<file path="config.mk">
export PLATFORM = sky130hd
export DESIGN_NAME = bdr_div_cell
export DESIGN_NICKNAME = d
export VERILOG_FILES = /design/src/rtl/bdr_pkg.sv /design/src/rtl/bdr_div_cell.sv
export SDC_FILE = /design/constraint.sdc
export NUM_CORES = 1
export LEC_CHECK = 0
export BUFFER_PORTS_ARGS = -buffer_cell sky130_fd_sc_hd__buf_4
export CAP_MARGIN = 20
export CORE_MARGIN = 3
export CORE_UTILIZATION = 35
export DETAILED_ROUTE_END_ITERATION = 10
export GPL_ROUTABILITY_DRIVEN = 0
export SYNTH_ARGS = -nofsm -noshare
export SYNTH_HDL_FRONTEND = slang
export SYNTH_SLANG_ARGS = --single-unit
</file>
<file path="constraint.sdc">
create_clock -name i_clk -period 3.4 [get_ports i_clk]
set_clock_uncertainty 0.05 [all_clocks]
set_input_delay 0 -clock i_clk [delete_from_list [all_inputs] [get_ports i_clk]]
set_output_delay 0 -clock i_clk [all_outputs]
set_load 0.01 [all_outputs]
</file>
<file path="src/rtl/bdr_pkg.sv">
// bdr_pkg: shared types, constants and helper functions of the boom direction block
// no dependencies; compiled first
package bdr_pkg;

    localparam int CFG_IDX_W  = 1;
    localparam int CFG_DATA_W = 16;

    localparam logic [CFG_IDX_W-1:0] REG_BACK_DISTANCE = 1'd0;
    localparam logic [CFG_IDX_W-1:0] REG_LIFT_HEIGHT   = 1'd1;

    localparam logic signed [15:0] BACK_RESET = 16'sd1024;
    localparam logic signed [15:0] LIFT_RESET = 16'sd128;

    localparam int ONE_Q14     = 16384;
    localparam int CW          = 34;          // cordic datapath width
    localparam int SQRT_STAGES = 32;          // one root bit per cell
    localparam int DIV_STAGES  = 16;          // one quotient bit per cell
    localparam int DIV_W       = 50;
    localparam int DEN_W       = 34;

    localparam logic signed [CW-1:0] CORDIC_X0 = 34'sd652032874;
    localparam int ATAN_COUNT = 24;

    localparam logic [31:0] ATAN_PHASE [ATAN_COUNT] = '{
        32'h20000000, 32'h12E4051D, 32'h09FB385B, 32'h051111D4, 32'h028B0D43,
        32'h0145D7E1, 32'h00A2F61E, 32'h00517C55, 32'h0028BE53, 32'h00145F2F,
        32'h000A2F98, 32'h000517CC, 32'h00028BE6, 32'h000145F3, 32'h0000A2FA,
        32'h0000517D, 32'h000028BE, 32'h0000145F, 32'h00000A30, 32'h00000518,
        32'h0000028C, 32'h00000146, 32'h000000A3, 32'h00000051
    };

    typedef struct packed {
        logic signed [CW-1:0] x;
        logic signed [CW-1:0] y;
        logic signed [CW-1:0] z;
        logic                 flip;
    } t_cordic;

    typedef struct packed {
        logic [63:0] v;
        logic [63:0] r;
    } t_sqrt;

    typedef struct packed {
        logic [DIV_W-1:0] rem;
        logic [DEN_W-1:0] den;
        logic [15:0]      q;
    } t_div;

    typedef struct packed {
        logic signed [15:0] fx;
        logic signed [15:0] fy;
        logic signed [15:0] fz;
        logic signed [17:0] ox;
        logic signed [17:0] oy;
        logic signed [17:0] oz;
    } t_side;

    // limit a wide signed value to the unit range in q2.14
    function automatic logic signed [15:0] clamp_unit(input logic signed [39:0] v);
        logic signed [15:0] res;
        if (v > 40'sd16384) begin
            res = 16'sd16384;
        end else if (v < -40'sd16384) begin
            res = -16'sd16384;
        end else begin
            res = v[15:0];
        end
        return res;
    endfunction

    // undo the half-turn fold, round half up from q2.30 to q2.14, clamp
    function automatic logic signed [15:0] cordic_result(input logic signed [CW-1:0] v,
                                                         input logic flip);
        logic signed [CW:0] t;
        logic signed [CW:0] s;
        t = flip ? -(CW+1)'(v) : (CW+1)'(v);
        s = (t + 35'sd32768) >>> 16;
        return clamp_unit(40'(s));
    endfunction

    // round half up of a q4.28 product to q2.14
    function automatic logic signed [17:0] round14(input logic signed [31:0] p);
        logic signed [32:0] s;
        s = (33'(p) + 33'sd8192) >>> 14;
        return s[17:0];
    endfunction

endpackage

</file>
<file path="src/rtl/bdr_div_cell.sv">
// bdr_div_cell: one quotient bit of the restoring divider
// depends on bdr_pkg
module bdr_div_cell #(
    parameter int SHIFT = 0
) (
    input  logic          i_clk,
    input  logic          i_en,
    input  bdr_pkg::t_div i_d,
    output bdr_pkg::t_div o_d
);
    import bdr_pkg::*;

    t_div             r_d;
    t_div             n_d;
    logic [DIV_W-1:0] w_sub;

    always_comb begin
        n_d   = i_d;
        w_sub = DIV_W'(i_d.den) << SHIFT;
        if (i_d.rem >= w_sub) begin
            n_d.rem      = i_d.rem - w_sub;
            n_d.q[SHIFT] = 1'b1;
        end
    end

    always_ff @(posedge i_clk) begin
        if (i_en) begin
            r_d <= n_d;
        end
    end

    assign o_d = r_d;
endmodule

</file>
==> metrics.txt <==
status finished, violations left; failing checks negative hold slack; Routed WL per cell 15.40 microns; register area share after synthesis 0.5207; VDD IR max 0.2624 mV; Area Growth Syn to Fin 55.09%; worst path cell trace dlygate4sd3_1, buf_4, or4_4, or3_4, or4_1, a21oi_1, and4b_2, buf_4, buf_12, mux2_2; # rows 46; Initial Utilization 0.3604; multi-input logic area 2565 sq um; Finished Core Util 0.5590; Post-Syn Area 5767 sq um; die area 18050 sq um; first-iteration detailed-routing DRC count 325; WHS Path Cells 3; switching portion of total power 0.2705; Internal Power 2.598 mW; Post-synth top flop edfxtp_1; Comb power frac 0.281; worst min-delay path class input pin to flop; Setup Viol. Count Final 0; max-cap violation count 0; vias 5251; Ys Warns 0; synthesized area per cell 10.64 sq um; Final min period 3.288 ns; Worst Tran Pin Value 0.5159 ns; number of synthesized register bits 100; delay-heaviest family, CP simple AND/OR/NAND/NOR gates; Pins Over Slew Limit 0; critical path peak fanout 37; Routed WL 16500 microns; fin crit share 0.9670; first-pass GRT wire length 26480 microns; Pwr Density 398.2 nW/um^2; core area 16000 sq um; # clock sinks 100; pre-CTS setup slack -0.01646 ns; total power 3.561 mW; hold path start i_d[50]; Leak Pwr 3.777 nW; Hold Slack -0.01529 ns; CP dominant cell by count buf_4; Vias/cell 4.903; pin count of the biggest net entering global routing 87; clock root buffer clkbuf_16; share of cells above drive strength 1 0.3009; Final Hold Viols 1; Worst Hold Path EP o_d[50]; Setup Crit Path Kind input pin to flop; Post-synth EDFFs 100; fill count 1422; crit path DAT 3.34 ns; Post-Syn Nets 679; vias in the first global route 5285; I/O pins 202; Buf/Inv on CP 4; Psw 0.9631 mW; H-tree depth 3; Port Buffers 201; global-route usage over all layers 0.1822; antenna viol nets, final 0; FMAX 304.1 MHz; Setup crit start kind input pin; Cells after Synth 542; die width 134.4 microns; CP Capture Type flop; Rel. slew slack 0.6524; CTS tree yes; GRT overflow 0; setup slack after layout 0.1121 ns; fraction of power consumed by the clock network 0.280; Reg area 3003 sq um; initial antenna violation count 1; max reg flops 100; maximum clock insertion buffer count 2; Seq pwr share 0.439; Layout Nets 987; slowest cell on the critical path or4_4; DP HPWL 12390 microns; Worst EP required 3.45 ns; post-synthesis async set-or-reset flop share 0; die height 134.4 microns; CTS Buf Count 9; Clock transition at path regs 0.06 ns; slowest stage delay, CP 0.56 ns; TritonRoute pass-1 iters 5; Yosys cell types 54; DRC Markers 0
cell usage after synthesis (3+ instances only):
cell | count | area [sq um]
clkbuf_1 | 12 | 45.04
o21ai_0 | 46 | 230.2
a21o_1 | 15 | 112.6
o31ai_1 | 4 | 30.03
ha_1 | 34 | 425.4
nor3_1 | 9 | 45.04
o21ai_1 | 4 | 20.02
buf_4 | 4 | 30.03
nand4_1 | 11 | 68.82
and2_1 | 3 | 18.77
nor2_1 | 23 | 86.33
or4_1 | 4 | 30.03
xor2_1 | 25 | 219.0
nand2_1 | 61 | 229.0
edfxtp_1 | 100 | 3003
buf_2 | 3 | 15.01
a31oi_1 | 3 | 18.77
a211oi_1 | 6 | 45.04
o21a_1 | 5 | 37.54
inv_1 | 45 | 168.9
or3_1 | 5 | 31.28
xnor2_1 | 19 | 166.4
nor4_1 | 7 | 43.79
nand3_1 | 8 | 40.04
o21bai_1 | 7 | 52.55
a21oi_1 | 43 | 215.2
area by class of cell:
type / instances / share of cell area
Tap cell: 216 / 0.03022
Clock inverter: 5 / 0.005876
Multi-Input combinational cell: 378 / 0.2868
Sequential cell: 100 / 0.3358
Clock buffer: 10 / 0.02560
Inverter: 45 / 0.01889
Timing Repair Buffer: 316 / 0.2966
Antenna cell: 1 / 0.0002798
how the worst max path moves through the flow:
stage             from  endpoint  cells after the start
6_report       i_d[88]   o_d[51]                     10
5_1_grt        i_d[70]   o_d[93]                     12
4_1_cts        i_d[51]   o_d[90]                     12
3_5_place_dp   i_d[50]   o_d[90]                     14
3_3_place_gp   i_d[50]   o_d[90]                     14
2_1_floorplan  i_d[50]   o_d[90]                     13
kinds of logic after synthesis:
| logic type | synth area share |
|---|---|
| simple gates | 0.1300 |
| xor+xnor | 0.06683 |
| compound gates | 0.1547 |
| buf+inv | 0.04491 |
| flops | 0.5207 |
| fa+ha+maj | 0.07724 |
| mux | 0.005641 |
routing by layer:
| layer | GRT usage | wire [microns] |
|---|---|---|
| met1 | 0.2345 | 7095 |
| met2 | 0.3067 | 8150 |
| met3 | 0.03526 | 864 |
| met4 | 0.06561 | 386 |
| met5 | 0 | 0 |
repair_timing:
item / in CTS / in global routing
endpoints found under the hold margin: 99 / 0
hold buffers: 99 / 0
setup endpoints to repair: 0 / 8
setup buffers: 0 / 3
resized for setup: 0 / 14
through the flow:
stage | setup TNS (ns) | std cells | hold WS [ns] | cell area [sq um]
after floorplan | 0 | 542 | 0.04887 | 5767
after global placement | 0 | 952 | 0.1282 | 7560
after detailed placement | -0.01646 | 952 | 0.1296 | 7560
after CTS | 0 | 1066 | 0.00007294 | 8832
after global routing | -0.004442 | 1071 | 0.02466 | 8944
final | 0 | 1071 | -0.01529 | 8944
cell usage in the layout (no fill, tap or decap), drive strengths merged, types with 2 or more instances in the layout:
cell and n:
or4 5, a221o 2, clkbuf 10, xnor2 19
or2 2, or3 5, o31ai 4, nor4 9
o21a 5, buf 217, a21o 15, mux2 2
nand4 11, nand3 8, nor3 10, inv 46
dlygate4sd3 99, edfxtp 100, nand2b 2, nand2 61
xor2 25, o211ai 2, o21bai 7, ha 34
o21ai 50, a21oi 43, nor3b 2, a211oi 6
nor2 23, and2 3, clkinv 3, a31oi 3
a211o 2, nor2b 2
power groups by stage:
stage                     logic, mW  clock network (mW)  registers, mW
after floorplan               0.366                   0           1.66
after global placement        0.881                   0           1.59
after detailed placement      0.890                   0           1.59
after CTS                     0.988                1.03           1.57
after global routing           1.09                1.08           1.58
final                         0.999               0.998           1.56
Power figures use the tool's default switching activity.
