--- src/rtl/bdr_pkg.sv ---
// bdr_pkg: shared types, constants and helper functions of the boom direction block
// no dependencies; compiled first
package bdr_pkg;

    localparam int CFG_IDX_W  = 1;
    localparam int CFG_DATA_W = 16;

    localparam logic [CFG_IDX_W-1:0] REG_BACK_DISTANCE = 1'd0;
    localparam logic [CFG_IDX_W-1:0] REG_LIFT_HEIGHT   = 1'd1;

    localparam logic signed [15:0] BACK_RESET = 16'sd1024;
    localparam logic signed [15:0] LIFT_RESET = 16'sd128;

    localparam int ONE_Q14     = 16384;
    localparam int CW          = 34;          // cordic datapath width
    localparam int SQRT_STAGES = 32;          // one root bit per cell
    localparam int DIV_STAGES  = 16;          // one quotient bit per cell
    localparam int DIV_W       = 50;
    localparam int DEN_W       = 34;

    localparam logic signed [CW-1:0] CORDIC_X0 = 34'sd652032874;
    localparam int ATAN_COUNT = 24;

    localparam logic [31:0] ATAN_PHASE [ATAN_COUNT] = '{
        32'h20000000, 32'h12E4051D, 32'h09FB385B, 32'h051111D4, 32'h028B0D43,
        32'h0145D7E1, 32'h00A2F61E, 32'h00517C55, 32'h0028BE53, 32'h00145F2F,
        32'h000A2F98, 32'h000517CC, 32'h00028BE6, 32'h000145F3, 32'h0000A2FA,
        32'h0000517D, 32'h000028BE, 32'h0000145F, 32'h00000A30, 32'h00000518,
        32'h0000028C, 32'h00000146, 32'h000000A3, 32'h00000051
    };

    typedef struct packed {
        logic signed [CW-1:0] x;
        logic signed [CW-1:0] y;
        logic signed [CW-1:0] z;
        logic                 flip;
    } t_cordic;

    typedef struct packed {
        logic [63:0] v;
        logic [63:0] r;
    } t_sqrt;

    typedef struct packed {
        logic [DIV_W-1:0] rem;
        logic [DEN_W-1:0] den;
        logic [15:0]      q;
    } t_div;

    typedef struct packed {
        logic signed [15:0] fx;
        logic signed [15:0] fy;
        logic signed [15:0] fz;
        logic signed [17:0] ox;
        logic signed [17:0] oy;
        logic signed [17:0] oz;
    } t_side;

    // limit a wide signed value to the unit range in q2.14
    function automatic logic signed [15:0] clamp_unit(input logic signed [39:0] v);
        logic signed [15:0] res;
        if (v > 40'sd16384) begin
            res = 16'sd16384;
        end else if (v < -40'sd16384) begin
            res = -16'sd16384;
        end else begin
            res = v[15:0];
        end
        return res;
    endfunction

    // undo the half-turn fold, round half up from q2.30 to q2.14, clamp
    function automatic logic signed [15:0] cordic_result(input logic signed [CW-1:0] v,
                                                         input logic flip);
        logic signed [CW:0] t;
        logic signed [CW:0] s;
        t = flip ? -(CW+1)'(v) : (CW+1)'(v);
        s = (t + 35'sd32768) >>> 16;
        return clamp_unit(40'(s));
    endfunction

    // round half up of a q4.28 product to q2.14
    function automatic logic signed [17:0] round14(input logic signed [31:0] p);
        logic signed [32:0] s;
        s = (33'(p) + 33'sd8192) >>> 14;
        return s[17:0];
    endfunction

endpackage

--- src/rtl/bdr_sqrt_cell.sv ---
// bdr_sqrt_cell: one digit of the bit-by-bit integer square root
// depends on bdr_pkg
module bdr_sqrt_cell #(
    parameter int IDX = 0
) (
    input  logic           i_clk,
    input  logic           i_en,
    input  bdr_pkg::t_sqrt i_d,
    output bdr_pkg::t_sqrt o_d
);
    import bdr_pkg::*;

    localparam logic [63:0] BIT = 64'd1 << (62 - 2 * IDX);

    t_sqrt       r_d;
    t_sqrt       n_d;
    logic [63:0] w_trial;

    always_comb begin
        w_trial = i_d.r + BIT;
        if (i_d.v >= w_trial) begin
            n_d.v = i_d.v - w_trial;
            n_d.r = (i_d.r >> 1) + BIT;
        end else begin
            n_d.v = i_d.v;
            n_d.r = i_d.r >> 1;
        end
    end

    always_ff @(posedge i_clk) begin
        if (i_en) begin
            r_d <= n_d;
        end
    end

    assign o_d = r_d;
endmodule

--- config.mk ---
export PLATFORM = sky130hd
export DESIGN_NAME = bdr_sqrt_cell
export DESIGN_NICKNAME = d
export VERILOG_FILES = /design/src/rtl/bdr_pkg.sv /design/src/rtl/bdr_sqrt_cell.sv
export SDC_FILE = /design/constraint.sdc
export NUM_CORES = 1
export LEC_CHECK = 0
export CAP_MARGIN = 0
export CORE_MARGIN = 3
export CORE_UTILIZATION = 30
export DETAILED_ROUTE_END_ITERATION = 12
export DONT_BUFFER_PORTS = 1
export PLACE_DENSITY = 0.55
export SLEW_MARGIN = 20
export SYNTH_ARGS = -nofsm -noshare
export SYNTH_HDL_FRONTEND = slang
export SYNTH_SLANG_ARGS = --single-unit
--- constraint.sdc ---
create_clock -name i_clk -period 5.64 [get_ports i_clk]
set_input_delay 0.282 -clock i_clk [delete_from_list [all_inputs] [get_ports i_clk]]
set_output_delay 0.282 -clock i_clk [all_outputs]
set_load 0.01 [all_outputs]
==> flow_summary.json, run 1 <==
{
  "status": "complete, no violations",
  "diodes": 0,
  "core_area_mm2": 0.02801,
  "die_h_um": 175.4,
  "ant_nets": 0,
  "syn_avg_cell_area_um2": 9.728,
  "cts_hold_buf": 63,
  "path_clk_slew_ns": 0.07,
  "synth_common_cells": "edfxtp_1, a21oi_1, nor2_1",
  "crit_path_start_kind": "input pin",
  "syn_area_mm2": 0.008610,
  "synth_edf_count": 128,
  "wirelength_mm": 25.20,
  "slew_headroom_pct": 45.54,
  "cts_root_buf": "clkbuf_16",
  "hp-class": "in2reg",
  "routed_via_density": 5.104,
  "crit_type": "in2reg",
  "grtUsageTotal_pct": 15.98,
  "cts.sinks": 128,
  "areaGrowthSynthToFinish_pct": 18.67,
  "synth_top_cell_by_area": "edfxtp_1",
  "port-buffer-count": 0,
  "drive_gt1_share_pct": 5.603,
  "yosysWarnings": 0,
  "gp_congestion": 0.8610,
  "tightest_slew_ns": 0.8064,
  "die_area_mm2": 0.03077,
  "io_pins": 258,
  "ys_ff_latch": 128,
  "grt_overflow_total": 0,
  "holdCritStartpoint": "i_d[71]",
  "cts_made_buffers": 17,
  "synth_area_leaders": "edfxtp_1, ha_1, a21oi_1, a21o_1, xnor2_1",
  "antenna_found_initial": 0,
  "cts-htree-levels": 4,
  "yosysUniqueCellTypes": 58,
  "max_freq_ghz": 0.2721,
  "vdd_ir_drop_max_mv": 0.1798,
  "synth.most_common_cell": "edfxtp_1",
  "drc_errors": 0,
  "grt_max_degree": 129,
  "dr_total_vias": 6758,
  "dpl_cell_area_mm2": 0.008951,
  "cts_tree": "yes",
  "hpwl_mm": 18.64,
  "place_ws_ns": 1.592,
  "fin_nets": 1128,
  "crit_arrival_ns": 3.94,
  "grt_pass1_wl_mm": 38.52,
  "firstDrtPassIters": 5,
  "cp_max_fo": 5,
  "wl_per_cell_um": 19.03,
  "largest_reg_flops": 128,
  "setup-tns-final_ns": 0,
  "grt_pass1_vias": 6735,
  "cts-resized-gates": 0,
  "finalSetupViolCount": 0,
  "rows": 61,
  "ys_async_sr_fraction_pct": 0,
  "cp-end-kind": "flop",
  "drtIter0Drc": 402,
  "synth_cells": 885,
  "whs_endpoint": "o_d[71]",
  "synth_top_area_share_pct": 44.64,
  "yosysSeqAreaShare_pct": 44.64,
  "rsz0062_at_grt": "no",
  "initial_utilization_pct": 30.74,
  "cellLeakagePower_nw": 4.205,
  "ys.flop_type": "edfxtp_1",
  "die_w_um": 175.4,
  "fin_ws_ns": 1.965,
  "final-hold-violation-count": 0,
  "slew_viol_final": 0,
  "post_cts_buffers": 0,
  "synth_fp_nets": 1080,
  "stdcell_area_mm2": 0.01022,
  "max_cap_viol_count": 0,
  "powerDensity_mw_per_mm2": 310.7,
  "hold_depth": 1,
  "fillers": 2812,
  "fin_crit_ns": 3.675,
  "post-route-period-util_pct": 65.16,
  "final_util_pct": 36.48,
  "worstPathRequired_ns": 5.90,
  "ctsLongestPathBuffers": 2
}
==> where the power goes <==
part,switching (mW),internal (mW)
combinational,0.388,0.283
sequential,0.109,1.20
clock,0.457,0.740
==> routing by layer <==
metal	track usage, %	share of wire (%)	vias to the layer above
li1	-	-	3335
met1	20.96	45	3190
met2	25.36	46	214
met3	5.556	7.8	19
met4	3.890	1.2	0
met5	0	0	-
==> kinds of logic after synthesis <==
group                      count (synthesis)  synth area share [%]
AOI/OAI and AO/OA                        272                 19.81
xor gates and xnor gates                  56                 5.697
adders and majority gates                 65                 9.534
buffers and inverters                    115                 5.188
DFF                                      128                 44.64
muxes                                     15                 1.947
and+or+nand+nor                          234                 13.18
==> how the worst max path moves through the flow <==
| stage | slack (ns) | start | to | cells past startpoint |
|---|---|---|---|---|
| 6_report | 1.96 | i_d[64] | o_d[124] | 13 |
| 5_1_grt | 1.71 | i_d[64] | o_d[120] | 13 |
| 4_1_cts | 2.06 | i_d[64] | o_d[124] | 14 |
| 3_5_place_dp | 1.59 | i_d[64] | o_d[124] | 13 |
| 3_3_place_gp | 1.77 | i_d[64] | o_d[124] | 13 |
| 2_1_floorplan | 2.49 | i_d[16] | o_d[124] | 12 |
==> cell type report <==
class                   count  area (um^2)  share of cell area (%)
repair buffers             66        670.6                   6.564
clock inverters            14        188.9                   1.849
clock buffers              18        429.2                   4.200
inverters                  78        292.8                   2.866
flip-flops and latches    128         3844                   37.62
multi-input cells         642         4319                   42.27
well taps                 378        473.0                   4.629
==> critical path: stages <==
cell and delay, ns:
inv_1 0.03, ha_1 0.22, fa_1 0.24, nand2b_1 0.15, a21oi_1 0.09, o41ai_1 0.73
nand4bb_1 0.25, a31oi_1 0.34, o21ai_1 0.22, a21oi_1 0.66, o21ai_0 0.30, and4_1 0.27
nor3_1 0.15
==> per-stage QoR <==
step	cells	power, mW	hold WS [ns]
after global routing	1324	3.334	0.03858
after CTS	1324	3.214	0.03602
after global placement	1229	1.936	0.3810
after detailed placement	1229	1.940	0.3810
final	1324	3.174	0.05328
after floorplan	885	1.787	0.3809
==> layout by cell type (no fill, tap or decap), types with 13 or more instances in the layout <==
| master | Yosys | routed |
|---|---|---|
| a21o_1 | 49 | 49 |
| a21oi_1 | 111 | 111 |
| and3_1 | 13 | 13 |
| clkbuf_16 | 0 | 17 |
| dlygate4sd3_1 | 0 | 62 |
| edfxtp_1 | 128 | 128 |
| ha_1 | 64 | 64 |
| inv_1 | 78 | 78 |
| nand2_1 | 52 | 52 |
| nand3_1 | 14 | 14 |
| nand4_1 | 18 | 18 |
| nor2_1 | 82 | 82 |
| o21ai_0 | 40 | 40 |
| xnor2_1 | 36 | 36 |
| xor2_1 | 20 | 20 |
Note: power is estimated with default switching activity, not from simulation.
==> inputs of run 2 (changes only) <==
--- a/config.mk
+++ b/config.mk
@@ -10,7 +10,7 @@
 export CORE_UTILIZATION = 30
 export DETAILED_ROUTE_END_ITERATION = 12
 export DONT_BUFFER_PORTS = 1
-export PLACE_DENSITY = 0.55
+export PLACE_DENSITY = 0.56
 export SLEW_MARGIN = 20
 export SYNTH_ARGS = -nofsm -noshare
 export SYNTH_HDL_FRONTEND = slang
==> constraint.sdc (replaced) <==
create_clock -name i_clk -period 3.37 [get_ports i_clk]
set_input_delay 0.1685 -clock i_clk [delete_from_list [all_inputs] [get_ports i_clk]]
set_output_delay 0.1685 -clock i_clk [all_outputs]
set_load 0.01 [all_outputs]
==> run 2 against run 1 <==
  * The run now ends with negative hold slack left
  * Combinational power up 86%
  * Critical path type unchanged
  * Worst hold slack got worse by 0.18 ns
  * Total power is 81% higher
  * Core utilization up 3.4 points
  * Wire length rose by 5.0%
==> flow_summary.json, run 2 (synthesized netlist as in run 1, its figures left out) <==
{
  "status": "finished with violations",
  "violations": "negative hold slack",
  "dpl_cell_area_mm2": 0.009334,
  "ant_nets": 0,
  "hp-class": "in2reg",
  "routed_via_density": 5.071,
  "fin_crit_ns": 3.061,
  "initial_utilization_pct": 30.74,
  "slew_headroom_pct": 58.18,
  "rsz0062_at_grt": "no",
  "areaGrowthSynthToFinish_pct": 29.76,
  "gp_congestion": 0.8368,
  "grt_max_degree": 129,
  "final_common_cell": "edfxtp_1",
  "die_area_mm2": 0.03077,
  "fillers": 2731,
  "cts_tree": "yes",
  "post-route-period-util_pct": 90.84,
  "multiInputGateArea_mm2": 0.004319,
  "grt_pass1_wl_mm": 41.06,
  "slowest_delay_ns": 0.58,
  "stdcell_area_mm2": 0.01117,
  "core_area_mm2": 0.02801,
  "crit_family": "compound AO/OA/AOI/OAI gates",
  "drtIter0Drc": 398,
  "crit_top_cell": "buf_4",
  "final_cell_mix": "edfxtp_1, dlygate4sd3_1, a21oi_1",
  "hpwl_mm": 19.02,
  "worstPathRequired_ns": 3.65,
  "antenna_found_initial": 1,
  "cellLeakagePower_nw": 4.676,
  "cts_hold_buf": 112,
  "fin_ws_ns": 0.3087,
  "dr_total_vias": 7201,
  "crit_type": "in2reg",
  "vdd_ir_drop_max_mv": 0.2957,
  "power_frac_comb_pct": 21.7,
  "rows": 61,
  "wirelength_mm": 26.45,
  "p_switching_mw": 1.607,
  "ctsLongestPathBuffers": 2,
  "slowest_stage": "o41ai_1",
  "post_cts_buffers": 0,
  "crit_chain": "inv_1 > ha_1 > fa_1 > nand2b_1 > a21oi_1 > o41ai_1 > nor4bb_1 > buf_4 > nor3_2 > o21ai_1 > o41ai_4 > buf_4 > buf_4 > and3_1 > a311o_1 > nor2_1",
  "cts_root_buf": "clkbuf_16",
  "final-hold-violation-count": 128,
  "die_w_um": 175.4,
  "path_buf_inv": 4,
  "cts_made_buffers": 17,
  "die_h_um": 175.4,
  "ff_latch_area_mm2": 0.003844,
  "wl_per_cell_um": 18.63,
  "grt_overflow_total": 0,
  "p_clk_share_pct": 40.2,
  "largest_reg_flops": 128,
  "io_pins": 258,
  "path_clk_slew_ns": 0.06,
  "cts-resized-gates": 0,
  "internal_power_mw": 4.130,
  "drive_gt1_share_pct": 9.414,
  "cts.sinks": 128,
  "cp_max_fo": 15,
  "tightest_slew_ns": 0.6192,
  "cp-end-kind": "flop",
  "cts-htree-levels": 4,
  "grtUsageTotal_pct": 16.91,
  "slew_viol_final": 0,
  "crit_path_start_kind": "input pin",
  "netSwitchingFraction_pct": 28.01,
  "drc_errors": 0,
  "crit_arrival_ns": 3.34,
  "max_freq_ghz": 0.3267,
  "seqPwrFrac_pct": 38.1,
  "port-buffer-count": 0,
  "finalSetupViolCount": 0,
  "whs_ns": -0.1284,
  "place_ws_ns": -0.1487,
  "grt_pass1_vias": 7376,
  "firstDrtPassIters": 9,
  "powerDensity_mw_per_mm2": 513.5,
  "fin_nets": 1223,
  "max_cap_viol_count": 0
}
## run 2: cell types whose count changed in the layout (fill, tap and decap cells not counted), sizes merged
cell | previous run | this run
buf | 4 | 49
dlygate4sd3 | 62 | 112
bufinv | 4 | 8
inv | 80 | 79
clkinv | 6 | 3
diode | 0 | 1
## run 2: final cells by class
type / instances / area share, %
multi-input combinational: 642 / 38.66
sequential: 128 / 34.40
timing repair buffer: 161 / 13.66
tap: 378 / 4.233
clock buffer: 18 / 3.841
inverter: 78 / 2.621
clock inverter: 14 / 2.553
antenna: 1 / 0.02240
## run 2: power by group through the flow
stage	Combinational, mW	Sequential [mW]	Clock, mW
final	1.25	2.18	2.31
after CTS	1.24	2.19	2.36
after global routing	1.38	2.20	2.44
after floorplan	0.818	2.17	0
after global placement	1.11	2.23	0
after detailed placement	1.12	2.22	0
## run 2: through the flow
step                std cells  util, %  total power [mW]  setup TNS (ns)
finish                   1420    39.88             5.737               0
global route             1420    39.88             6.020               0
CTS                      1419    39.88             5.795               0
detailed placement       1275    33.32             3.340          -1.722
global placement         1275    33.32             3.339         -0.2383
floorplan                 885        -             2.991               0
## run 2: metal layers
| metal | global-route usage, % | part of all wire (%) | vias to the layer above |
|---|---|---|---|
| met5 | 0 | 0 | - |
| met4 | 5.918 | 2.4 | 0 |
| met3 | 5.447 | 7.9 | 38 |
| met2 | 27.21 | 46 | 254 |
| met1 | 21.42 | 44 | 3390 |
| li1 | - | - | 3519 |
## run 2: final timing paths
path / slack [ns] / start / endpoint / cells past startpoint
worst min-delay path: -0.13 / i_en / o_d[43] / 0
worst max-delay path: 0.31 / i_d[64] / o_d[125] / 16
