File: src/rtl/bdr_pkg.sv
// bdr_pkg: shared types, constants and helper functions of the boom direction block
// no dependencies; compiled first
package bdr_pkg;

    localparam int CFG_IDX_W  = 1;
    localparam int CFG_DATA_W = 16;

    localparam logic [CFG_IDX_W-1:0] REG_BACK_DISTANCE = 1'd0;
    localparam logic [CFG_IDX_W-1:0] REG_LIFT_HEIGHT   = 1'd1;

    localparam logic signed [15:0] BACK_RESET = 16'sd1024;
    localparam logic signed [15:0] LIFT_RESET = 16'sd128;

    localparam int ONE_Q14     = 16384;
    localparam int CW          = 34;          // cordic datapath width
    localparam int SQRT_STAGES = 32;          // one root bit per cell
    localparam int DIV_STAGES  = 16;          // one quotient bit per cell
    localparam int DIV_W       = 50;
    localparam int DEN_W       = 34;

    localparam logic signed [CW-1:0] CORDIC_X0 = 34'sd652032874;
    localparam int ATAN_COUNT = 24;

    localparam logic [31:0] ATAN_PHASE [ATAN_COUNT] = '{
        32'h20000000, 32'h12E4051D, 32'h09FB385B, 32'h051111D4, 32'h028B0D43,
        32'h0145D7E1, 32'h00A2F61E, 32'h00517C55, 32'h0028BE53, 32'h00145F2F,
        32'h000A2F98, 32'h000517CC, 32'h00028BE6, 32'h000145F3, 32'h0000A2FA,
        32'h0000517D, 32'h000028BE, 32'h0000145F, 32'h00000A30, 32'h00000518,
        32'h0000028C, 32'h00000146, 32'h000000A3, 32'h00000051
    };

    typedef struct packed {
        logic signed [CW-1:0] x;
        logic signed [CW-1:0] y;
        logic signed [CW-1:0] z;
        logic                 flip;
    } t_cordic;

    typedef struct packed {
        logic [63:0] v;
        logic [63:0] r;
    } t_sqrt;

    typedef struct packed {
        logic [DIV_W-1:0] rem;
        logic [DEN_W-1:0] den;
        logic [15:0]      q;
    } t_div;

    typedef struct packed {
        logic signed [15:0] fx;
        logic signed [15:0] fy;
        logic signed [15:0] fz;
        logic signed [17:0] ox;
        logic signed [17:0] oy;
        logic signed [17:0] oz;
    } t_side;

    // limit a wide signed value to the unit range in q2.14
    function automatic logic signed [15:0] clamp_unit(input logic signed [39:0] v);
        logic signed [15:0] res;
        if (v > 40'sd16384) begin
            res = 16'sd16384;
        end else if (v < -40'sd16384) begin
            res = -16'sd16384;
        end else begin
            res = v[15:0];
        end
        return res;
    endfunction

    // undo the half-turn fold, round half up from q2.30 to q2.14, clamp
    function automatic logic signed [15:0] cordic_result(input logic signed [CW-1:0] v,
                                                         input logic flip);
        logic signed [CW:0] t;
        logic signed [CW:0] s;
        t = flip ? -(CW+1)'(v) : (CW+1)'(v);
        s = (t + 35'sd32768) >>> 16;
        return clamp_unit(40'(s));
    endfunction

    // round half up of a q4.28 product to q2.14
    function automatic logic signed [17:0] round14(input logic signed [31:0] p);
        logic signed [32:0] s;
        s = (33'(p) + 33'sd8192) >>> 14;
        return s[17:0];
    endfunction

endpackage

File: src/rtl/bdr_cordic_cell.sv
// bdr_cordic_cell: one rotation step of the sin / cos cordic chain
// depends on bdr_pkg
module bdr_cordic_cell #(
    parameter int IDX = 0
) (
    input  logic             i_clk,
    input  logic             i_en,
    input  bdr_pkg::t_cordic i_d,
    output bdr_pkg::t_cordic o_d
);
    import bdr_pkg::*;

    localparam logic signed [CW-1:0] ANG = CW'(ATAN_PHASE[IDX]);

    t_cordic r_d;
    t_cordic n_d;

    always_comb begin
        n_d = i_d;
        if (i_d.z >= 0) begin
            n_d.x = i_d.x - (i_d.y >>> IDX);
            n_d.y = i_d.y + (i_d.x >>> IDX);
            n_d.z = i_d.z - ANG;
        end else begin
            n_d.x = i_d.x + (i_d.y >>> IDX);
            n_d.y = i_d.y - (i_d.x >>> IDX);
            n_d.z = i_d.z + ANG;
        end
    end

    always_ff @(posedge i_clk) begin
        if (i_en) begin
            r_d <= n_d;
        end
    end

    assign o_d = r_d;
endmodule

File: config.mk
export PLATFORM = sky130hd
export DESIGN_NAME = bdr_cordic_cell
export DESIGN_NICKNAME = d
export VERILOG_FILES = /design/src/rtl/bdr_pkg.sv /design/src/rtl/bdr_cordic_cell.sv
export SDC_FILE = /design/constraint.sdc
export NUM_CORES = 1
export LEC_CHECK = 0
export BUFFER_PORTS_ARGS = -buffer_cell sky130_fd_sc_hd__buf_4
export CORE_ASPECT_RATIO = 1.75
export CORE_MARGIN = 2
export CORE_UTILIZATION = 45
export CTS_CLUSTER_SIZE = 16
export DETAILED_ROUTE_END_ITERATION = 10
export GPL_TIMING_DRIVEN = 0
export PLACE_DENSITY_LB_ADDON = 0.12
export SYNTH_ARGS = -nofsm -noshare
export SYNTH_HDL_FRONTEND = slang
export SYNTH_SLANG_ARGS = --single-unit
export TNS_END_PERCENT = 30
File: constraint.sdc
create_clock -name i_clk -period 6.49 [get_ports i_clk]
set_input_delay 0.649 -clock i_clk [delete_from_list [all_inputs] [get_ports i_clk]]
set_output_delay 0.649 -clock i_clk [all_outputs]
set_load 0.1 [all_outputs]
==> qor.csv, run 1 <==
stage,metric,value,unit
run_status,run status,finished clean,
layout,Largest register FFs,102,
place,hpwl dp,26.3,mm
die,# IOs,208,
critical_path,critical path endpoint,o_d[86]$_DFFE_PP_,
grt,vias in the first global route,8863,
synthesis,Synth cell types,74,
power_and_ir_drop,sw frac,48.6,%
layout,Final Util,57.0,%
synthesis,Area contributors post-synth,"edfxtp_1 34%, ha_1 14%, a21oi_1 7.0%",
clock_network,post_cts resized,0,
timing,Max Transition Viols Final,0,
timing,setup_tns,0,ns
synthesis,most common cell in the synthesized netlist,a21oi_1,
power_and_ir_drop,P_sw,0.00146,W
clock_network,clock sinks,102,
timing,f_max,259,MHz
clock_network,CTS Buf Count,9,
clock_network,clock-pin slew on the worst setup and hold paths,0.07,ns
synthesis,"EDFF count, synth",102,
grt,grt ovf,0,
power_and_ir_drop,VDD IR max,0.218,mV
synthesis,syn nets,1233,
grt,first-pass GRT wire length,49.0,mm
power_and_ir_drop,Sequential Power Share,29.2,%
grt,aggregate global-route resource usage,30.0,%
die,Die ar.,21500,µm²
route,# DRC,0,
critical_path,Worst EP required,6.65,ns
critical_path,CP endpoint kind,flop,
power_and_ir_drop,pwr/cell area,266,nW/µm²
die,Core Area,19800,µm²
critical_path,CP startpoint kind,input pin,
die,num rows,68,
critical_path,Critical Path Start,i_d[34],
die,initial core utilization,46.0,%
synthesis,Post-synth ARST share,0,%
timing,worst slew margin relative to its limit,10.3,%
timing,Final Hold Vio Count,0,
hold_path,Hold Crit Class,input pin to flop,
synthesis,number of synthesized register bits,102,
synthesis,Yosys top cell area share,33.6,%
route,Starting DRT DRC Count,478,
die,die width,112,µm
synthesis,main flop type after synthesis,edfxtp_1,
clock_network,Bufs on Longest Clock Path,2,
power_and_ir_drop,Logic pwr share,51.4,%
clock_network,TritonCTS clock tree,done,
critical_path,"Arr. time, crit path",4.02,ns
clock_network,CTS H-tree depth,3,
synthesis,Yosys top cell by area,edfxtp_1,
place,RD Place Congestion,0.984,
layout,Synth-to-Final Area Change,23.8,%
critical_path,"Max FO, Critical Path",10,
power_and_ir_drop,Clk pwr share,19.4,%
power_and_ir_drop,Leak,4.95,nW
timing,final setup violation count,0,
clock_network,clock root cell,clkbuf_16,
layout,# diodes,0,
timing,Worst-Margin Slew,1.35,ns
timing,min Tclk post-route,3.86,ns
grt,initial antenna violation count,0,
run,Max Cap Viol,0,
route,WL per Instance,21.9,µm
synthesis,Mapped Area,9120,µm²
route,antenna-violating nets left,0,
power_and_ir_drop,Power Total,0.00300,W
synthesis,synth warn,0,
timing,final period utilization,59.4,%
layout,NumNets Final,1451,
layout,layout cell share with drive strength beyond 1,21.7,%
route,Pre-antenna DRT Iters,5,
layout,post-route design area,11300,µm²
synthesis,Cells after Synth,1020,
place,port bufs,207,
clock_network,Post-CTS Hold Buffers,0,
place,"Cell Area, Placed",11000,µm²
route,Via density,5.89,
route,via count,8767,
clock_network,Post-CTS Setup Bufs,0,
grt,largest net degree at the start of global routing,103,
timing,RSZ-0062 raised after global routing,false,
die,Die Span Y,192,µm
route,final wirelength,32.6,mm
synthesis,Commonest cells post-synth,"127 x a21oi_1, 104 x ha_1, 102 x edfxtp_1",
synthesis,Post-Syn Area per Cell,8.94,µm²
power_and_ir_drop,Internal,0.00154,W
synthesis,post-synthesis sequential area ratio,33.6,%
hold_path,Min-Delay Startpoint,i_d[8],
critical_path,Crit Path Class,input pin to flop,
## layout make-up
class | count | area, µm²
clock inverter | 7 | 83.8
buffer | 41 | 191
multi-input combinational | 773 | 5480
fill | 1905 | 8530
sequential | 102 | 3060
tap | 245 | 307
timing repair buffer | 207 | 1550
inverter | 104 | 390
clock buffer | 9 | 225
## cells by family (layout without fill, tap and decap cells)
logic type,after synthesis,in the layout,share of synthesized area [%]
xor gates and xnor gates,68,68,6.53
DFF,102,102,33.6
AOI/OAI and AO/OA,334,334,23.8
adders and majority gates,108,108,15.1
muxes,6,6,0.658
buffers and inverters,145,368,6.38
and+or+nand+nor,257,257,13.9
## critical path, cell delays in order
cell and delay [ns]:
buf_4 0.08, inv_1 0.06, ha_1 0.18, nor4b_1 0.14, nand4_1 0.10, nor3_1 0.07
nor2_1 0.75, clkbuf_1 0.66, clkbuf_1 0.76, a21oi_1 0.22, xnor2_1 0.33
## metrics by stage
step	hold slack, ns	worst slack, ns	cells
6_report	0.461	2.63	1488
5_1_grt	0.450	2.42	1488
4_1_cts	0.440	2.73	1488
3_5_place_dp	0.836	2.33	1472
3_3_place_gp	0.837	2.34	1472
2_1_floorplan	0.748	3.51	1020
## power groups by stage
stage / sequential [W] / combinational, W / clock, W
2_1_floorplan: 0.00156 / 0.000463 / 0
3_3_place_gp: 0.000889 / 0.00153 / 0
3_5_place_dp: 0.000890 / 0.00153 / 0
4_1_cts: 0.000876 / 0.00154 / 0.000601
5_1_grt: 0.000883 / 0.00161 / 0.000617
6_report: 0.000875 / 0.00154 / 0.000582
## worst min path at each step
stage	endpoint	slack, ns	cells after the start
detailed placement	o_d[0]$_DFFE_PP_	0.84	1
CTS	o_d[5]$_DFFE_PP_	0.44	1
global route	o_d[14]$_DFFE_PP_	0.45	1
global placement	o_d[11]$_DFFE_PP_	0.84	1
finish	o_d[8]$_DFFE_PP_	0.46	1
floorplan	o_d[0]$_DFFE_PP_	0.75	0
## placed cells by master (no fill, tap or decap), drive strengths merged, types with 13 or more instances in the layout
| master | instances |
|---|---|
| o21ai | 62 |
| buf | 225 |
| a21o | 21 |
| ha | 104 |
| clkbuf | 32 |
| nand2 | 53 |
| nand3 | 13 |
| nor2b | 15 |
| inv | 107 |
| a21oi | 131 |
| nor4 | 13 |
| xnor2 | 57 |
| nor2 | 77 |
| a211oi | 19 |
| nor3 | 25 |
| edfxtp | 102 |
| o21bai | 19 |
| nand2b | 15 |
## metal layers
| metal | track usage, % | routed length (µm) | vias up |
|---|---|---|---|
| met5 | 0 | 0 | - |
| met4 | 21.4 | 2500 | 0 |
| met3 | 4.21 | 1570 | 130 |
| met2 | 57.7 | 17800 | 390 |
| met1 | 28.9 | 10700 | 4141 |
| li1 | - | - | 4106 |
(Power assumes the default switching activity.)
==> inputs of run 2 (changes only) <==
- ABC_AREA: not set -> 1
- clock period: 6.49 -> 3.6 ns (I/O delays scaled with it)
==> run 2 against run 1 <==
Utilization down 2.0 points. Area after synthesis increased by 18%. Critical path depth rose by 1. Power rose by 82%. Sequential share of layout area decreased by 3.6 points. Via count increased by 32%. Routed wire length rose by 36%. Design area grew 16%. Die area is 18% higher. Non-clock buffer count increased by 3. Final cell count grew 43%. Worst setup slack lost 1.7 ns. Largest cell class unchanged.
==> qor.csv, run 2 <==
stage,metric,value,unit,change
run_status,run status,finished clean,,
die,# IOs,208,,unchanged
die,initial core utilization,45.5,%,-0.53 points
clock_network,Post-CTS Setup Bufs,0,,unchanged
critical_path,Critical Path Start,i_d[62],,
route,final wirelength,44.4,mm,+36%
route,Via density,5.44,,-7.7%
layout,area of the multi-input gates,6480,µm²,+18%
grt,grt met2 use,66.9,%,+9.1 points
route,# DRC,0,,unchanged
synthesis,post-synthesis mux area share,0,%,-0.66 points
synthesis,compound-gate portion of the synthesized area,12.6,%,-11 points
grt,largest net degree at the start of global routing,103,,unchanged
synthesis,Yosys top cell area share,28.4,%,-5.2 points
synthesis,Simple-Gate Fraction of Synth Area,31.9,%,+18 points
critical_path,critical path endpoint,o_d[99]$_DFFE_PP_,,
die,Core Area,23700,µm²,+20%
die,Die ar.,25300,µm²,+18%
route,antenna-violating nets left,0,,unchanged
grt,met3 usage,3.96,%,-0.25 points
hold_path,hold depth,1,,unchanged
die,num rows,75,,+10%
power_and_ir_drop,Leak,6.65,nW,+34%
critical_path,Slowest cell on crit path,o21ai_0,,
layout,NumNets Final,2030,,+40%
grt,grt ovf,0,,unchanged
layout,layout cell share with drive strength beyond 1,18.0,%,-3.7 points
layout,Register Area,3060,µm²,unchanged
route,Starting DRT DRC Count,822,,+72%
route,Pre-antenna DRT Iters,6,,+1
synthesis,most common cell in the synthesized netlist,nand2_1,,
synthesis,"EDFF count, synth",102,,unchanged
grt,aggregate global-route resource usage,35.0,%,+5.0 points
grt,met1 global-route usage,30.7,%,+1.9 points
timing,worst slew margin relative to its limit,16.6,%,+6.3 points
timing,Worst-Margin Slew,1.25,ns,-0.0951 ns
critical_path,Worst path top cell family by delay,compound AO/OA/AOI/OAI gates,,
synthesis,Synth Area in Adders,12.8,%,-2.4 points
critical_path,CP startpoint kind,input pin,,
power_and_ir_drop,VDD IR max,0.257,mV,+18%
clock_network,clock-pin slew on the worst setup and hold paths,0.08,ns,about the same
clock_network,CTS Buf Count,9,,unchanged
grt,first-pass GRT wire length,64.8,mm,+32%
power_and_ir_drop,pwr/cell area,418,nW/µm²,+57%
synthesis,post-synthesis xor/xnor area fraction,2.68,%,-3.9 points
layout,Final Util,55.0,%,-2.0 points
route,via count,11600,,+32%
clock_network,clock sinks,102,,unchanged
critical_path,cells along the critical path,buf_4 > inv_1 > ha_1 > inv_1 > o21ai_0 > nand3_1 > nand3_1 > a21oi_1 > nand2_1 > nand2_1 > nand3_1 > nand2_1,,
clock_network,TritonCTS clock tree,done,,
layout,Fill cells,2455,,+29%
synthesis,syn nets,1812,,+47%
timing,Final Hold Vio Count,0,,unchanged
synthesis,Post-Syn Area per Cell,6.75,µm²,-24%
run,Max Cap Viol,0,,unchanged
critical_path,Worst EP required,3.69,ns,-2.96 ns
synthesis,Area contributors post-synth,"edfxtp_1 28%, nand2_1 16%, ha_1 12%",,
critical_path,Worst Path Buf+Inv,3,,-1
synthesis,synth warn,0,,unchanged
synthesis,post-synthesis sequential area ratio,28.4,%,-5.2 points
synthesis,Mapped Area,10800,µm²,+18%
die,Die Span Y,209,µm,+8.6%
timing,RSZ-0062 raised after global routing,false,,
layout,Largest register FFs,102,,unchanged
critical_path,stages on the worst setup path,12,,+1
grt,grt peak-use layer,met2,,
critical_path,slowest cell delay on critical path,0.72,ns,-0.04 ns
synthesis,Post-synth ARST share,0,%,unchanged
route,WL per Instance,20.8,µm,-4.9%
place,RD Place Congestion,1.01,,+2.8%
clock_network,clock root cell,clkbuf_16,,
critical_path,Crit Path Class,input pin to flop,,
grt,vias in the first global route,11700,,+32%
layout,Synth-to-Final Area Change,20.8,%,
place,hpwl dp,37.8,mm,+44%
layout,"commonest non-fill, non-tap cell in the layout",nand2_1,,
critical_path,"Arr. time, crit path",2.78,ns,-1.24 ns
place,port bufs,207,,unchanged
die,die width,121,µm,+8.5%
grt,initial antenna violation count,1,,+1
synthesis,number of synthesized register bits,102,,unchanged
timing,f_max,373,MHz,
synthesis,main flop type after synthesis,edfxtp_1,,
timing,setup_tns,0,ns,unchanged
layout,"commonest non-fill, non-tap cells in the layout","450 x nand2_1, 231 x inv_1, 229 x buf_4",,
clock_network,Bufs on Longest Clock Path,2,,unchanged
synthesis,Synth cell types,36,,-51%
timing,final setup violation count,0,,unchanged
timing,final period utilization,74.6,%,
synthesis,largest family of logic cells by synthesized area,simple AND/OR/NAND/NOR gates,,
clock_network,Post-CTS Hold Buffers,0,,unchanged
timing,Max Transition Viols Final,0,,unchanged
critical_path,"Max FO, Critical Path",7,,-3
clock_network,CTS H-tree depth,3,,unchanged
synthesis,Cells after Synth,1599,,+57%
critical_path,CP endpoint kind,flop,,
synthesis,Yosys top cell by area,edfxtp_1,,
timing,min Tclk post-route,2.68,ns,
synthesis,Commonest cells post-synth,"450 x nand2_1, 231 x inv_1, 152 x nand3_1",,
clock_network,post_cts resized,0,,unchanged
hold_path,Hold Crit Class,input pin to flop,,
## run 2: cell count changes after synthesis, sizes merged, moves of 44 or more
cell | previous run | this run
nand3 | 13 | 154
inv | 102 | 246
o21ai | 62 | 106
nand2 | 53 | 467
xnor2 | 57 | 1
nor2 | 77 | 144
## run 2: per-layer routing
metal,wire (µm),vias up
met2,23700,525
li1,-,5620
met4,4720,0
met1,13600,5261
met3,2340,179
met5,0,-
## run 2: per-stage QoR
| stage | setup WS (ns) | instances | hold slack [ns] | area (µm²) | power (W) |
|---|---|---|---|---|---|
| 4_1_cts | 1.03 | 2130 | 0.144 | 13000 | 0.00545 |
| 2_1_floorplan | 1.34 | 1599 | 0.459 | 10800 | 0.00361 |
| 6_report | 0.915 | 2131 | 0.150 | 13000 | 0.00546 |
| 5_1_grt | 0.860 | 2131 | 0.150 | 13000 | 0.00569 |
| 3_5_place_dp | 0.630 | 2114 | 0.546 | 12700 | 0.00445 |
| 3_3_place_gp | 0.608 | 2114 | 0.539 | 12700 | 0.00443 |
## run 2: cell families after synthesis
| kind of cell | count (synthesis) |
|---|---|
| AND/OR/NAND/NOR | 812 |
| buffers and inverters | 290 |
| AO/OA/AOI/OAI | 254 |
| adder cells (fa/ha/maj) | 108 |
| flip-flops | 102 |
| XOR/XNOR | 33 |
## run 2: layout make-up
type                       count  share of cell area, %
multi-input combinational   1207                   49.7
sequential                   102                   23.5
timing repair buffer         207                   11.9
inverter                     246                   7.08
tap                          308                   2.95
buffer                        44                   2.53
clock buffer                   9                   1.73
clock inverter                 7                  0.623
antenna                        1                 0.0192
## run 2: how the worst min path moves through the flow
stage	startpoint	end	slack [ns]
6_report	i_d[0]	o_d[0]$_DFFE_PP_	0.15
5_1_grt	i_d[0]	o_d[0]$_DFFE_PP_	0.15
4_1_cts	i_d[0]	o_d[0]$_DFFE_PP_	0.14
3_5_place_dp	i_d[0]	o_d[0]$_DFFE_PP_	0.55
3_3_place_gp	i_d[0]	o_d[0]$_DFFE_PP_	0.54
2_1_floorplan	i_d[0]	o_d[0]$_DFFE_PP_	0.46
## run 2: power breakdown
group          total [W]  internal, W  switching, W
Combinational    0.00291     0.000687       0.00222
Sequential       0.00154      0.00150     0.0000412
Clock            0.00101     0.000500      0.000507
Total            0.00546      0.00268       0.00277
==> inputs of run 3 (changes only) <==
- ABC_AREA: 1 -> 0
- clock period: 3.6 -> 2.58 ns (I/O delays scaled with it)
==> run 3 against run 2 <==
The flow now finishes with violations (setup timing). Global-route usage down 4.8 points. Critical path depth increased by 3. Utilization up 8.2 points. Final cell count shrank 28%. Critical endpoint is now o_d[97]$_DFFE_PP_. Worst setup slack lost 0.97 ns. Clock-buffer cell count unchanged. Combinational power is 46% higher. Highest routed layer unchanged. Worst hold slack got worse by 0.078 ns. Via count is 20% lower. Die area fell by 15%.
==> qor.csv, run 3 (synthesized netlist as in run 1, its figures left out) <==
stage,metric,value,unit,change
run,Max Cap Viol,0,,unchanged
route,WL per Instance,22.1,µm,+5.9%
clock_network,clock root cell,clkbuf_16,,
layout,layout cell share with drive strength beyond 1,33.5,%,+15 points
die,Die ar.,21500,µm²,-15%
place,hpwl dp,26.0,mm,-31%
place,placed insts,1472,,-30%
die,die width,112,µm,-7.8%
layout,final non-filler cell total,1533,,-28%
timing,worst slew margin relative to its limit,13.3,%,-3.3 points
grt,grt ovf,0,,unchanged
timing,final period utilization,102,%,
grt,first-pass GRT wire length,49.8,mm,-23%
layout,# diodes,0,,-1
critical_path,CP endpoint kind,flop,,
grt,largest net degree at the start of global routing,103,,unchanged
clock_network,CTS H-tree depth,3,,unchanged
critical_path,CP startpoint kind,input pin,,
layout,NumNets Final,1496,,-26%
layout,post-route design area,12500,µm²,-4.0%
clock_network,CTS Buf Count,9,,unchanged
route,final wirelength,33.8,mm,-24%
timing,final worst slack,-0.0556,ns,-0.971 ns
layout,Synth-to-Final Area Change,37.3,%,
timing,final setup violation count,5,,+5
route,via count,9213,,-20%
place,RD Place Congestion,1.02,,+0.55%
clock_network,Bufs on Longest Clock Path,2,,unchanged
place,port bufs,207,,unchanged
die,Core Area,19800,µm²,-17%
clock_network,clock sinks,102,,unchanged
critical_path,Worst EP required,2.68,ns,-1.01 ns
power_and_ir_drop,VDD IR max,0.522,mV,+100%
timing,min Tclk post-route,2.64,ns,
grt,initial antenna violation count,0,,-1
timing,RSZ-0062 raised after global routing,true,,
power_and_ir_drop,pwr/cell area,642,nW/µm²,+54%
route,# DRC,0,,unchanged
layout,Largest register FFs,102,,unchanged
route,Via density,6.01,,+11%
route,Starting DRT DRC Count,655,,-20%
place,"Cell Area, Placed",11000,µm²,-14%
critical_path,"Max FO, Critical Path",6,,-1
timing,Max Transition Viols Final,0,,unchanged
die,# IOs,208,,unchanged
critical_path,Crit Path Class,input pin to flop,,
clock_network,TritonCTS clock tree,done,,
timing,Worst-Margin Slew,1.30,ns,+0.0499 ns
grt,vias in the first global route,9108,,-22%
timing,f_max,379,MHz,
grt,aggregate global-route resource usage,30.2,%,-4.8 points
route,antenna-violating nets left,0,,unchanged
power_and_ir_drop,Leak,5.37,nW,-19%
layout,"commonest non-fill, non-tap cells in the layout","245 x buf_4, 115 x a21oi_1, 102 x edfxtp_1",,
run_status,failing checks,setup timing,,
hold_path,Hold Crit Class,input pin to flop,,
layout,"commonest non-fill, non-tap cell in the layout",buf_4,,
die,num rows,68,,-9.3%
die,initial core utilization,46.0,%,+0.53 points
layout,Fill cells,1776,,-28%
critical_path,"Arr. time, crit path",2.73,ns,-0.05 ns
route,Pre-antenna DRT Iters,7,,+1
run_status,run status,"complete, but fails checks",,
layout,area of the multi-input gates,6170,µm²,-4.9%
clock_network,clock-pin slew on the worst setup and hold paths,0.08,ns,about the same
layout,Register Area,3060,µm²,unchanged
timing,Final Hold Vio Count,0,,unchanged
die,Die Span Y,192,µm,-7.9%
## run 3: changes by cell type in the layout (fill, tap and decap cells not counted), moves of 16 or more
| cell | change |
|---|---|
| nand3_1 | -140 |
| o21ai_0 | -45 |
| xor2_1 | -21 |
| buf_4 | +16 |
| inv_1 | -143 |
| a21o_1 | +18 |
| nor2_1 | -56 |
| nand2_1 | -399 |
| clkbuf_2 | +16 |
| xnor2_1 | +56 |
## run 3: cell type report
cell class	instances	area share [%]
plain buffers	40	2.18
clock buffers	9	1.80
clock inverters	7	0.989
inverters	104	3.35
multi-input cells	773	49.2
flip-flops and latches	102	24.4
well taps	245	2.45
repair buffers	253	15.6
## run 3: metal layers
layer / share of wire, % / global-route usage [%] / vias up
li1: - / - / 4201
met2: 54 / 58.1 / 463
met1: 32 / 28.2 / 4370
met4: 8.3 / 22.6 / 0
met3: 5.9 / 4.77 / 179
met5: 0 / 0 / -
## run 3: repair_timing
| item | 4_1_cts | 5_1_grt |
|---|---|---|
| buffers inserted | 4 | 42 |
| hold buffers | 0 | 0 |
| setup endpoints to repair | 70 | 54 |
| resized for setup | 67 | 144 |
| hold endpoints to repair | 0 | 0 |
| pin swaps | 17 | 59 |
## run 3: worst max-delay path: stages
cell	delay (ns)
buf_4	0.10
inv_1	0.04
ha_1	0.30
buf_6	0.12
inv_2	0.09
nor4_4	0.32
buf_4	0.19
nor2b_1	0.13
o21ai_1	0.14
a221oi_2	0.34
a211oi_2	0.08
buf_4	0.16
o211ai_1	0.17
o21ai_1	0.12
xnor2_1	0.15
## run 3: worst paths after layout
kind / start / end / depth (start not counted)
max: i_d[50] / o_d[97]$_DFFE_PP_ / 15
min: i_d[27] / o_d[27]$_DFFE_PP_ / 1
## run 3: power by group
part	total, W	internal, W	switching, W	leakage [nW]
Clock	0.00161	0.000886	0.000720	0.170
Sequential	0.00220	0.00213	0.0000654	0.998
Combinational	0.00424	0.00117	0.00306	4.20
Total	0.00804	0.00419	0.00385	5.37
## run 3: per-stage QoR
step	setup TNS, ns	hold WS [ns]	total power, W	util, %	setup slack (ns)
after floorplan	0	0.357	0.00508	-	0.0279
after global placement	-56.94	0.437	0.00606	55.4	-1.19
after detailed placement	-61.65	0.446	0.00609	55.4	-1.30
after CTS	-0.788	0.0632	0.00778	58.6	-0.143
after global routing	-0.596	0.0624	0.00832	63.2	-0.103
final	-0.122	0.0720	0.00804	63.2	-0.0556
